## config.mk

```make
export PLATFORM = sky130hd
export DESIGN_NAME = ppm_sum_channel_decoder_unit
export DESIGN_NICKNAME = d
export VERILOG_FILES = /design/src/hw/rtl/ppmsum_pkg.sv /design/src/hw/rtl/ppmsum_front.sv /design/src/hw/rtl/ppmsum_fifo.sv /design/src/hw/rtl/ppmsum_back.sv /design/src/hw/rtl/ppm_sum_channel_decoder_unit.sv
export SDC_FILE = /design/constraint.sdc
export NUM_CORES = 1
export LEC_CHECK = 0
export ABC_CLOCK_PERIOD_IN_PS = 7200
export BUFFER_PORTS_ARGS = -buffer_cell sky130_fd_sc_hd__buf_2
export CAP_MARGIN = 20
export CORE_AREA = 3 3 190 155
export DETAILED_ROUTE_END_ITERATION = 12
export DIE_AREA = 0 0 193 158
export GPL_TIMING_DRIVEN = 0
export PLACE_DENSITY = 0.87
export RECOVER_POWER = 100
export SLEW_MARGIN = 20
export SYNTH_ARGS = -nofsm -noshare
export SYNTH_HDL_FRONTEND = slang
export SYNTH_SLANG_ARGS = --single-unit
```

## constraint.sdc

```tcl
create_clock -name i_clk -period 7.2 [get_ports i_clk]
set_input_delay 1.44 -clock i_clk [delete_from_list [all_inputs] [get_ports i_clk]]
set_output_delay 1.44 -clock i_clk [all_outputs]
set_load 0.005 [all_outputs]
```

## src/hw/rtl/ppmsum_pkg.sv

```systemverilog
`timescale 1ns / 1ps

package ppmsum_pkg;

    localparam int SLOT_COUNT_DEF   = 10;
    localparam int WIDTH_W          = 16;
    localparam int CNT_W            = 5;
    localparam int IDX_W            = 4;
    localparam int CFG_IDX_W        = 2;
    localparam int QUEUE_DEPTH      = 2;
    localparam int QPTR_W           = (QUEUE_DEPTH > 1) ? $clog2(QUEUE_DEPTH) : 1;
    localparam int QCNT_W           = $clog2(QUEUE_DEPTH + 1);

    localparam logic [WIDTH_W-1:0] SYNC_RESET   = WIDTH_W'(8000);
    localparam logic [WIDTH_W-1:0] RELOAD_RESET = WIDTH_W'(60000);
    localparam logic [CNT_W-1:0]   MINCH_RESET  = CNT_W'(5);

    localparam logic [CFG_IDX_W-1:0] CFG_SYNC_THRESHOLD = 2'd0;
    localparam logic [CFG_IDX_W-1:0] CFG_TIMER_RELOAD   = 2'd1;
    localparam logic [CFG_IDX_W-1:0] CFG_MIN_CHANNELS   = 2'd2;

    typedef enum logic [1:0] {
        K_CAPTURE,
        K_IGNORE,
        K_READ
    } t_kind;

    typedef enum logic [1:0] {
        S_IDLE,
        S_CALC,
        S_COMMIT
    } t_state;

    typedef struct packed {
        t_kind              kind;
        logic [WIDTH_W-1:0] capture_count;
        logic [IDX_W-1:0]   channel_index;
    } t_op;

    typedef struct packed {
        logic [WIDTH_W-1:0] sync_threshold;
        logic [WIDTH_W-1:0] timer_reload;
        logic [CNT_W-1:0]   min_channels;
    } t_cfg;

endpackage

```

## src/hw/rtl/ppmsum_front.sv

```systemverilog
`timescale 1ns / 1ps

module ppmsum_front
    import ppmsum_pkg::*;
(
    input  logic               i_clk,
    input  logic               i_rst_n,
    input  logic               i_in_valid,
    output logic               o_in_ready,
    input  logic               i_mode,
    input  logic [WIDTH_W-1:0] i_capture_count,
    input  logic               i_overcapture,
    input  logic [IDX_W-1:0]   i_channel_index,
    output logic               o_push,
    output t_op                o_op,
    input  logic               i_full
);

    logic r_valid;
    t_op  r_op;
    logic n_valid;
    t_op  n_op;
    logic w_take;

    assign o_push     = r_valid && !i_full;
    assign o_in_ready = !r_valid || !i_full;
    assign w_take     = i_in_valid && o_in_ready;
    assign o_op       = r_op;

    always_comb begin
        n_valid = r_valid;
        n_op    = r_op;
        if (o_push) begin
            n_valid = 1'b0;
        end
        if (w_take) begin
            n_valid = 1'b1;
            // overcapture only matters for capture items
            if (i_mode) begin
                n_op.kind = K_READ;
            end else if (i_overcapture) begin
                n_op.kind = K_IGNORE;
            end else begin
                n_op.kind = K_CAPTURE;
            end
            n_op.capture_count = i_capture_count;
            n_op.channel_index = i_channel_index;
        end
    end

    always_ff @(posedge i_clk) begin
        if (!i_rst_n) begin
            r_valid <= 1'b0;
        end else begin
            r_valid <= n_valid;
        end
        r_op <= n_op;
    end

endmodule

```

## src/hw/rtl/ppmsum_fifo.sv

```systemverilog
`timescale 1ns / 1ps

module ppmsum_fifo
    import ppmsum_pkg::*;
(
    input  logic i_clk,
    input  logic i_rst_n,
    input  logic i_push,
    input  t_op  i_op,
    output logic o_full,
    input  logic i_pop,
    output t_op  o_op,
    output logic o_empty
);

    t_op               r_mem [QUEUE_DEPTH];
    logic [QPTR_W-1:0] r_wr;
    logic [QPTR_W-1:0] r_rd;
    logic [QCNT_W-1:0] r_cnt;

    assign o_full  = (r_cnt == QCNT_W'(QUEUE_DEPTH));
    assign o_empty = (r_cnt == '0);
    assign o_op    = r_mem[r_rd];

    function automatic logic [QPTR_W-1:0] ptr_next(input logic [QPTR_W-1:0] p);
        if (p == QPTR_W'(QUEUE_DEPTH - 1)) begin
            return '0;
        end
        return p + 1'b1;
    endfunction

    always_ff @(posedge i_clk) begin
        if (!i_rst_n) begin
            r_wr  <= '0;
            r_rd  <= '0;
            r_cnt <= '0;
        end else begin
            if (i_push) begin
                r_wr <= ptr_next(r_wr);
            end
            if (i_pop) begin
                r_rd <= ptr_next(r_rd);
            end
            if (i_push && !i_pop) begin
                r_cnt <= r_cnt + 1'b1;
            end else if (i_pop && !i_push) begin
                r_cnt <= r_cnt - 1'b1;
            end
        end
        if (i_push) begin
            r_mem[r_wr] <= i_op;
        end
    end

endmodule

```

## src/hw/rtl/ppmsum_back.sv

```systemverilog
`timescale 1ns / 1ps

module ppmsum_back
    import ppmsum_pkg::*;
#(
    parameter int SLOT_COUNT = SLOT_COUNT_DEF
) (
    input  logic               i_clk,
    input  logic               i_rst_n,
    input  t_cfg               i_cfg,
    input  logic               i_empty,
    input  t_op                i_op,
    output logic               o_pop,
    output logic               o_out_valid,
    input  logic               i_out_ready,
    output logic [WIDTH_W-1:0] o_read_value,
    output logic [CNT_W-1:0]   o_channel_count,
    output logic               o_sample_ignored,
    output logic               o_sync_detected,
    output logic               o_frame_published
);

    localparam int IW = (SLOT_COUNT > 1) ? $clog2(SLOT_COUNT) : 1;
    localparam logic [CNT_W-1:0] NCH = CNT_W'(SLOT_COUNT);

    t_state             r_state, n_state;
    t_op                r_op, n_op;
    logic [WIDTH_W-1:0] r_width, n_width;
    logic               r_sync, n_sync;
    logic [WIDTH_W-1:0] r_prev, n_prev;
    logic [CNT_W-1:0]   r_slot, n_slot;
    logic [CNT_W-1:0]   r_pub, n_pub;
    logic [WIDTH_W-1:0] r_widths [SLOT_COUNT];
    logic [WIDTH_W-1:0] n_widths [SLOT_COUNT];

    logic               r_out_valid, n_out_valid;
    logic [WIDTH_W-1:0] r_rv, n_rv;
    logic [CNT_W-1:0]   r_cc, n_cc;
    logic               r_ign, n_ign;
    logic               r_syn, n_syn;
    logic               r_fp, n_fp;

    logic [WIDTH_W+1:0] w_diff;
    logic [WIDTH_W-1:0] w_width;

    // unwrap at the reload value; a negative result clamps to zero, an overflow to all ones
    always_comb begin
        if (r_op.capture_count >= r_prev) begin
            w_diff = {2'b00, r_op.capture_count} - {2'b00, r_prev};
        end else begin
            w_diff = {2'b00, r_op.capture_count} + {2'b00, i_cfg.timer_reload}
                     - {2'b00, r_prev};
        end
        if (w_diff[WIDTH_W+1]) begin
            w_width = '0;
        end else if (w_diff[WIDTH_W]) begin
            w_width = '1;
        end else begin
            w_width = w_diff[WIDTH_W-1:0];
        end
    end

    always_comb begin
        n_state     = r_state;
        n_op        = r_op;
        n_width     = r_width;
        n_sync      = r_sync;
        n_prev      = r_prev;
        n_slot      = r_slot;
        n_pub       = r_pub;
        n_widths    = r_widths;
        n_out_valid = r_out_valid;
        n_rv        = r_rv;
        n_cc        = r_cc;
        n_ign       = r_ign;
        n_syn       = r_syn;
        n_fp        = r_fp;
        o_pop       = 1'b0;

        if (r_out_valid && i_out_ready) begin
            n_out_valid = 1'b0;
        end

        case (r_state)
            S_IDLE: begin
                if (!i_empty) begin
                    o_pop   = 1'b1;
                    n_op    = i_op;
                    n_state = S_CALC;
                end
            end
            S_CALC: begin
                n_width = w_width;
                n_sync  = (w_width > i_cfg.sync_threshold);
                n_state = S_COMMIT;
            end
            S_COMMIT: begin
                if (!r_out_valid || i_out_ready) begin
                    n_rv  = '0;
                    n_ign = 1'b0;
                    n_syn = 1'b0;
                    n_fp  = 1'b0;
                    case (r_op.kind)
                        K_READ: begin
                            if (CNT_W'(r_op.channel_index) < NCH) begin
                                n_rv = r_widths[r_op.channel_index[IW-1:0]];
                            end
                        end
                        K_IGNORE: begin
                            n_ign = 1'b1;
                        end
                        K_CAPTURE: begin
                            if (r_sync) begin
                                n_syn = 1'b1;
                                if (r_slot >= i_cfg.min_channels) begin
                                    n_pub = r_slot;
                                    n_fp  = 1'b1;
                                    for (int i = 0; i < SLOT_COUNT; i++) begin
                                        if (CNT_W'(i) >= r_slot) begin
                                            n_widths[i] = '0;
                                        end
                                    end
                                end
                                n_slot = '0;
                            end else if (r_slot < NCH) begin
                                n_widths[r_slot[IW-1:0]] = r_width;
                                n_slot = r_slot + 1'b1;
                                if (r_slot + 1'b1 == NCH) begin
                                    n_pub = NCH;
                                    n_fp  = 1'b1;
                                end
                            end
                            n_prev = r_op.capture_count;
                        end
                        default: begin
                        end
                    endcase
                    n_cc        = n_pub;
                    n_out_valid = 1'b1;
                    n_state     = S_IDLE;
                end
            end
            default: begin
                n_state = S_IDLE;
            end
        endcase
    end

    always_ff @(posedge i_clk) begin
        if (!i_rst_n) begin
            r_state     <= S_IDLE;
            r_prev      <= '0;
            r_slot      <= '0;
            r_pub       <= '0;
            r_out_valid <= 1'b0;
            for (int i = 0; i < SLOT_COUNT; i++) begin
                r_widths[i] <= '0;
            end
        end else begin
            r_state     <= n_state;
            r_prev      <= n_prev;
            r_slot      <= n_slot;
            r_pub       <= n_pub;
            r_out_valid <= n_out_valid;
            r_widths    <= n_widths;
        end
        r_op    <= n_op;
        r_width <= n_width;
        r_sync  <= n_sync;
        r_rv    <= n_rv;
        r_cc    <= n_cc;
        r_ign   <= n_ign;
        r_syn   <= n_syn;
        r_fp    <= n_fp;
    end

    assign o_out_valid       = r_out_valid;
    assign o_read_value      = r_rv;
    assign o_channel_count   = r_cc;
    assign o_sample_ignored  = r_ign;
    assign o_sync_detected   = r_syn;
    assign o_frame_published = r_fp;

endmodule

```

## src/hw/rtl/ppm_sum_channel_decoder_unit.sv

```systemverilog
`timescale 1ns / 1ps

// PPM-sum decoder: capture items (timer count at each falling edge) give pulse widths that
// fill channel slots, a width above the sync threshold closes the frame, and read items
// return one stored slot. Every item gives exactly one result. The front stage takes an
// item per cycle, while the queue is not full, into a two-entry queue; the back sequencer
// works one item at a time through fetch, width unwrap and compare, and state update, and
// takes no new item until the last is through; a result passes the front register, the
// queue and these steps before it is offered. Clearing the unfilled slots at a publishing
// sync happens within the update cycle. Configuration writes are taken at any time with
// ready held high and must only be issued while the block is idle.

module ppm_sum_channel_decoder_unit
    import ppmsum_pkg::*;
#(
    parameter int SLOT_COUNT = SLOT_COUNT_DEF
) (
    input  logic                 i_clk,
    input  logic                 i_rst_n,
    input  logic                 i_in_valid,
    output logic                 o_in_ready,
    input  logic                 i_mode,
    input  logic [WIDTH_W-1:0]   i_capture_count,
    input  logic                 i_overcapture,
    input  logic [IDX_W-1:0]     i_channel_index,
    output logic                 o_out_valid,
    input  logic                 i_out_ready,
    output logic [WIDTH_W-1:0]   o_read_value,
    output logic [CNT_W-1:0]     o_channel_count,
    output logic                 o_sample_ignored,
    output logic                 o_sync_detected,
    output logic                 o_frame_published,
    input  logic                 i_cfg_valid,
    output logic                 o_cfg_ready,
    input  logic [CFG_IDX_W-1:0] i_cfg_index,
    input  logic [WIDTH_W-1:0]   i_cfg_data
);

    t_cfg r_cfg;
    logic w_push;
    logic w_full;
    logic w_pop;
    logic w_empty;
    t_op  w_front_op;
    t_op  w_head_op;

    assign o_cfg_ready = 1'b1;

    always_ff @(posedge i_clk) begin
        if (!i_rst_n) begin
            r_cfg.sync_threshold <= SYNC_RESET;
            r_cfg.timer_reload   <= RELOAD_RESET;
            r_cfg.min_channels   <= MINCH_RESET;
        end else if (i_cfg_valid) begin
            case (i_cfg_index)
                CFG_SYNC_THRESHOLD: r_cfg.sync_threshold <= i_cfg_data;
                CFG_TIMER_RELOAD:   r_cfg.timer_reload   <= i_cfg_data;
                CFG_MIN_CHANNELS:   r_cfg.min_channels   <= i_cfg_data[CNT_W-1:0];
                default: begin
                end
            endcase
        end
    end

    ppmsum_front u_front (
        .i_clk           (i_clk),
        .i_rst_n         (i_rst_n),
        .i_in_valid      (i_in_valid),
        .o_in_ready      (o_in_ready),
        .i_mode          (i_mode),
        .i_capture_count (i_capture_count),
        .i_overcapture   (i_overcapture),
        .i_channel_index (i_channel_index),
        .o_push          (w_push),
        .o_op            (w_front_op),
        .i_full          (w_full)
    );

    ppmsum_fifo u_fifo (
        .i_clk   (i_clk),
        .i_rst_n (i_rst_n),
        .i_push  (w_push),
        .i_op    (w_front_op),
        .o_full  (w_full),
        .i_pop   (w_pop),
        .o_op    (w_head_op),
        .o_empty (w_empty)
    );

    ppmsum_back #(
        .SLOT_COUNT (SLOT_COUNT)
    ) u_back (
        .i_clk             (i_clk),
        .i_rst_n           (i_rst_n),
        .i_cfg             (r_cfg),
        .i_empty           (w_empty),
        .i_op              (w_head_op),
        .o_pop             (w_pop),
        .o_out_valid       (o_out_valid),
        .i_out_ready       (i_out_ready),
        .o_read_value      (o_read_value),
        .o_channel_count   (o_channel_count),
        .o_sample_ignored  (o_sample_ignored),
        .o_sync_detected   (o_sync_detected),
        .o_frame_published (o_frame_published)
    );

endmodule

```

==> flow_metrics.tcl <==
set metrics [dict create \
    boundaryPins 72 \
    leakage_nw 6.99 \
    hold_slack_ns 0.443 \
    core_area_um2 27400 \
    cts_resized 0 \
    power_density_nw_per_um2 361 \
    die-area_um2 30500 \
    rsz0062_at_grt "no" \
    dp_hpwl_mm 33.2 \
    hold_path_class "reg -> reg" \
    maxCapViolCount 1 \
    slew_headroom_pct -4.10 \
    setup_violations 0 \
    clk_pin_slew_ns 0.06 \
    num_antenna_cells 0 \
    worst_hold_path.endpoint "u_fifo.r_mem[1][0]$_DFFE_PP_" \
    synthCells 1588 \
    clockBufferDepth 3 \
    area_delta_synth_final_pct 11.4 \
    first_pass_iters 6 \
    clock.fmax_ghz 0.148 \
    worst_ep_required_time_ns 7.44 \
    synth_largest_area_cell "dfxtp_1" \
    drt_wl_total_mm 44.6 \
    min-delay-start "u_front.o_op[0]$_DFFE_PP_" \
    ant_nets 0 \
    synth_flop_cell "dfxtp_1" \
    worst_slew_pin_slew_ns 1.56 \
    port_buffers 69 \
    drive_above_1_share_pct 9.50 \
    seq_area_frac_synth_pct 50.0 \
    critPathCaptureType "flop" \
    start_util_pct 62.0 \
    post_cts_buffers 0 \
    wl_per_cell_um 21.3 \
    routabilityCongestion 0.974 \
    yosysWarnings 0 \
    worst-path-buf-inv 1 \
    cp_max_fo 7 \
    ys_async_sr_fraction_pct 0 \
    worst_skew_pair.late_latency_ns 0.52 \
    post-route-drc-count 0 \
    violations "max-capacitance violations, max-slew violations" \
    period_minus_slack_ns 6.78 \
    synthTopCellsByCount "dfxtp_1 (231), nand2_1 (202), edfxtp_1 (129)" \
    skew_ns 0.0189 \
    holdBufCountCts 0 \
    drt-initial-drc-count 1559 \
    period_share_pct 94.2 \
    die_w_um 193 \
    crit_type "reg -> reg" \
    grtUsageTotal_pct 29.3 \
    clockRootBuffer "clkbuf_16" \
    outcome "finished, violations left" \
    r2r-end "u_back.r_sync$_DFFE_PN_" \
    cts_buffers 37 \
    synth-edff-count 129 \
    multi_input_area_um2 7850 \
    arrival_ns 7.02 \
    synth.most_common_cell "dfxtp_1" \
    grt_first_pass_wirelength_mm 70.0 \
    die_height_um 158 \
    timing.final.max_slew_violations 19 \
    netlist-cell-type-count 71 \
    rrSetupSlack_ns 0.42 \
    tns_ns 0 \
    max_stage_delay_ns 0.62 \
    critical_path.top_delay_family "compound AO/OA/AOI/OAI gates" \
    grt_overflow_total 0 \
    power_mw 6.83 \
    hold_depth 0 \
    worst_setup_path_startpoint "u_back.r_op[4]$_DFFE_PP_" \
    cts_tree "yes" \
    antenna_found_initial 1 \
    ys_ff_latch 360 \
    synth_area_um2 17000 \
    viasPerCell 6.41 \
    layout.nets 1822 \
    htree_levels 2 \
    synth_area_leaders "dfxtp_1 (27%), edfxtp_1 (23%), ha_1 (5.4%), nand2_1 (4.5%), mux4_2 (4.2%)" \
    cts_sinks 360 \
    grt_max_degree 23 \
    ir_worst_vdd_uv 217 \
    fillers 2052 \
    startpoint_type "flop" \
    ff2ff_path_depth 25 \
    grt_pass1_vias 12900 \
    synth_fp_nets 1710 \
    core.rowCount 54 \
    slowest_stage "a221oi_1" \
    post-synth-top-area-fraction_pct 27.2 \
    vias 13400 \
    synth.avg_cell_area_um2 10.7 \
    reg2reg_from "u_back.r_op[4]$_DFFE_PP_" \
    ff_latch_area_um2 8500 \
    final_hold_viol_count 0 \
]
-- flip-flops by register name, summed over array words and instances (netlist names), 2 cells and up --
register and cells:
u_back.o_read_value 16, u_back.r_state 2, u_back.r_slot 5, u_back.r_width 16
u_back.o_channel_count 5, u_fifo.r_mem 44, r_cfg 37, u_back.r_prev 16
u_fifo.r_cnt 2, u_back.r_pub 5, u_front.o_op 22, u_back.r_widths 160
u_back.r_op 22
-- report_power, final --
| part | switching, mW | leakage (nW) | internal [mW] |
|---|---|---|---|
| sequential | 0.109 | 3.07 | 2.35 |
| clock | 0.791 | 0.592 | 1.12 |
| combinational | 1.53 | 3.33 | 0.937 |
| total | 2.43 | 6.99 | 4.41 |
-- metrics by stage --
step / cell area (um^2) / util (%) / setup WS [ns] / instances
after detailed placement: 17900 / 65.1 / 0.671 / 2025
after global placement: 17800 / 64.9 / 0.715 / 2021
after floorplan: 17000 / - / 1.93 / 1588
after global routing: 18900 / 69.0 / 0.0755 / 2090
final: 18900 / 69.0 / 0.420 / 2090
after CTS: 19100 / 69.5 / 0.619 / 2090
-- final cells by class --
type | instances | area share (%)
clock buffers | 49 | 5.45
repair buffers | 73 | 1.73
clock inverters | 16 | 0.899
well taps | 364 | 2.41
multi-input cells | 1074 | 41.5
flip-flops and latches | 360 | 44.9
plain buffers | 98 | 2.04
inverters | 56 | 1.11
-- cells by family (layout without fill, tap and decap cells) --
group,count (synthesis),after routing,synth area share [%]
adder cells (fa/ha/maj),77,77,5.80
XOR/XNOR,40,40,2.11
AND/OR/NAND/NOR,466,466,13.1
flip-flops,360,360,50.0
AO/OA/AOI/OAI,383,383,16.5
other,1,1,0.0221
multiplexers,107,107,8.89
buffers and inverters,154,292,3.55
-- per-layer routing --
layer / share of wire (%) / GRT usage (%) / up-vias
li1: - / - / 6046
met1: 43 / 43.4 / 6501
met2: 44 / 44.6 / 733
met3: 10 / 4.54 / 115
met4: 2.6 / 9.33 / 2
met5: 0.025 / 0 / -
-- cells in the final DEF, fill, tap and decap left out, types with 6 or more instances in the layout --
cell,netlist,layout
dfxtp_1,231,231
nand2_1,202,202
edfxtp_1,129,129
clkbuf_1,78,121
nand3_1,78,78
ha_1,74,74
o21ai_0,65,66
inv_1,56,56
a22o_1,53,53
a21oi_1,52,52
mux2i_1,52,52
o2bb2ai_1,48,48
buf_2,8,46
nor2_1,38,39
clkbuf_16,0,38
nor2b_1,36,36
mux4_2,32,32
a21boi_0,32,32
and2_0,0,21
and2_1,42,21
a21o_1,20,20
xnor2_1,20,20
xor2_1,19,19
o31ai_1,17,17
mux2_2,22,17
o22ai_1,17,17
nor3_1,16,16
nand2b_1,14,14
o21a_1,12,12
o211ai_1,10,10
a221oi_1,4,10
and3_1,9,9
a31oi_1,8,8
buf_1,9,8
nand4_1,6,6
-- worst max path at each step --
stage / endpoint / slack, ns / cells past startpoint
after floorplan: u_back.r_sync$_DFFE_PN_ / 1.93 / 26
after global placement: u_back.r_sync$_DFFE_PN_ / 0.71 / 25
after detailed placement: u_back.r_sync$_DFFE_PN_ / 0.67 / 25
after CTS: u_back.r_sync$_DFFE_PN_ / 0.62 / 25
after global routing: u_back.r_sync$_DFFE_PN_ / 0.08 / 25
final: u_back.r_sync$_DFFE_PN_ / 0.42 / 25
No activity file was read; power rests on OpenSTA's default activity.
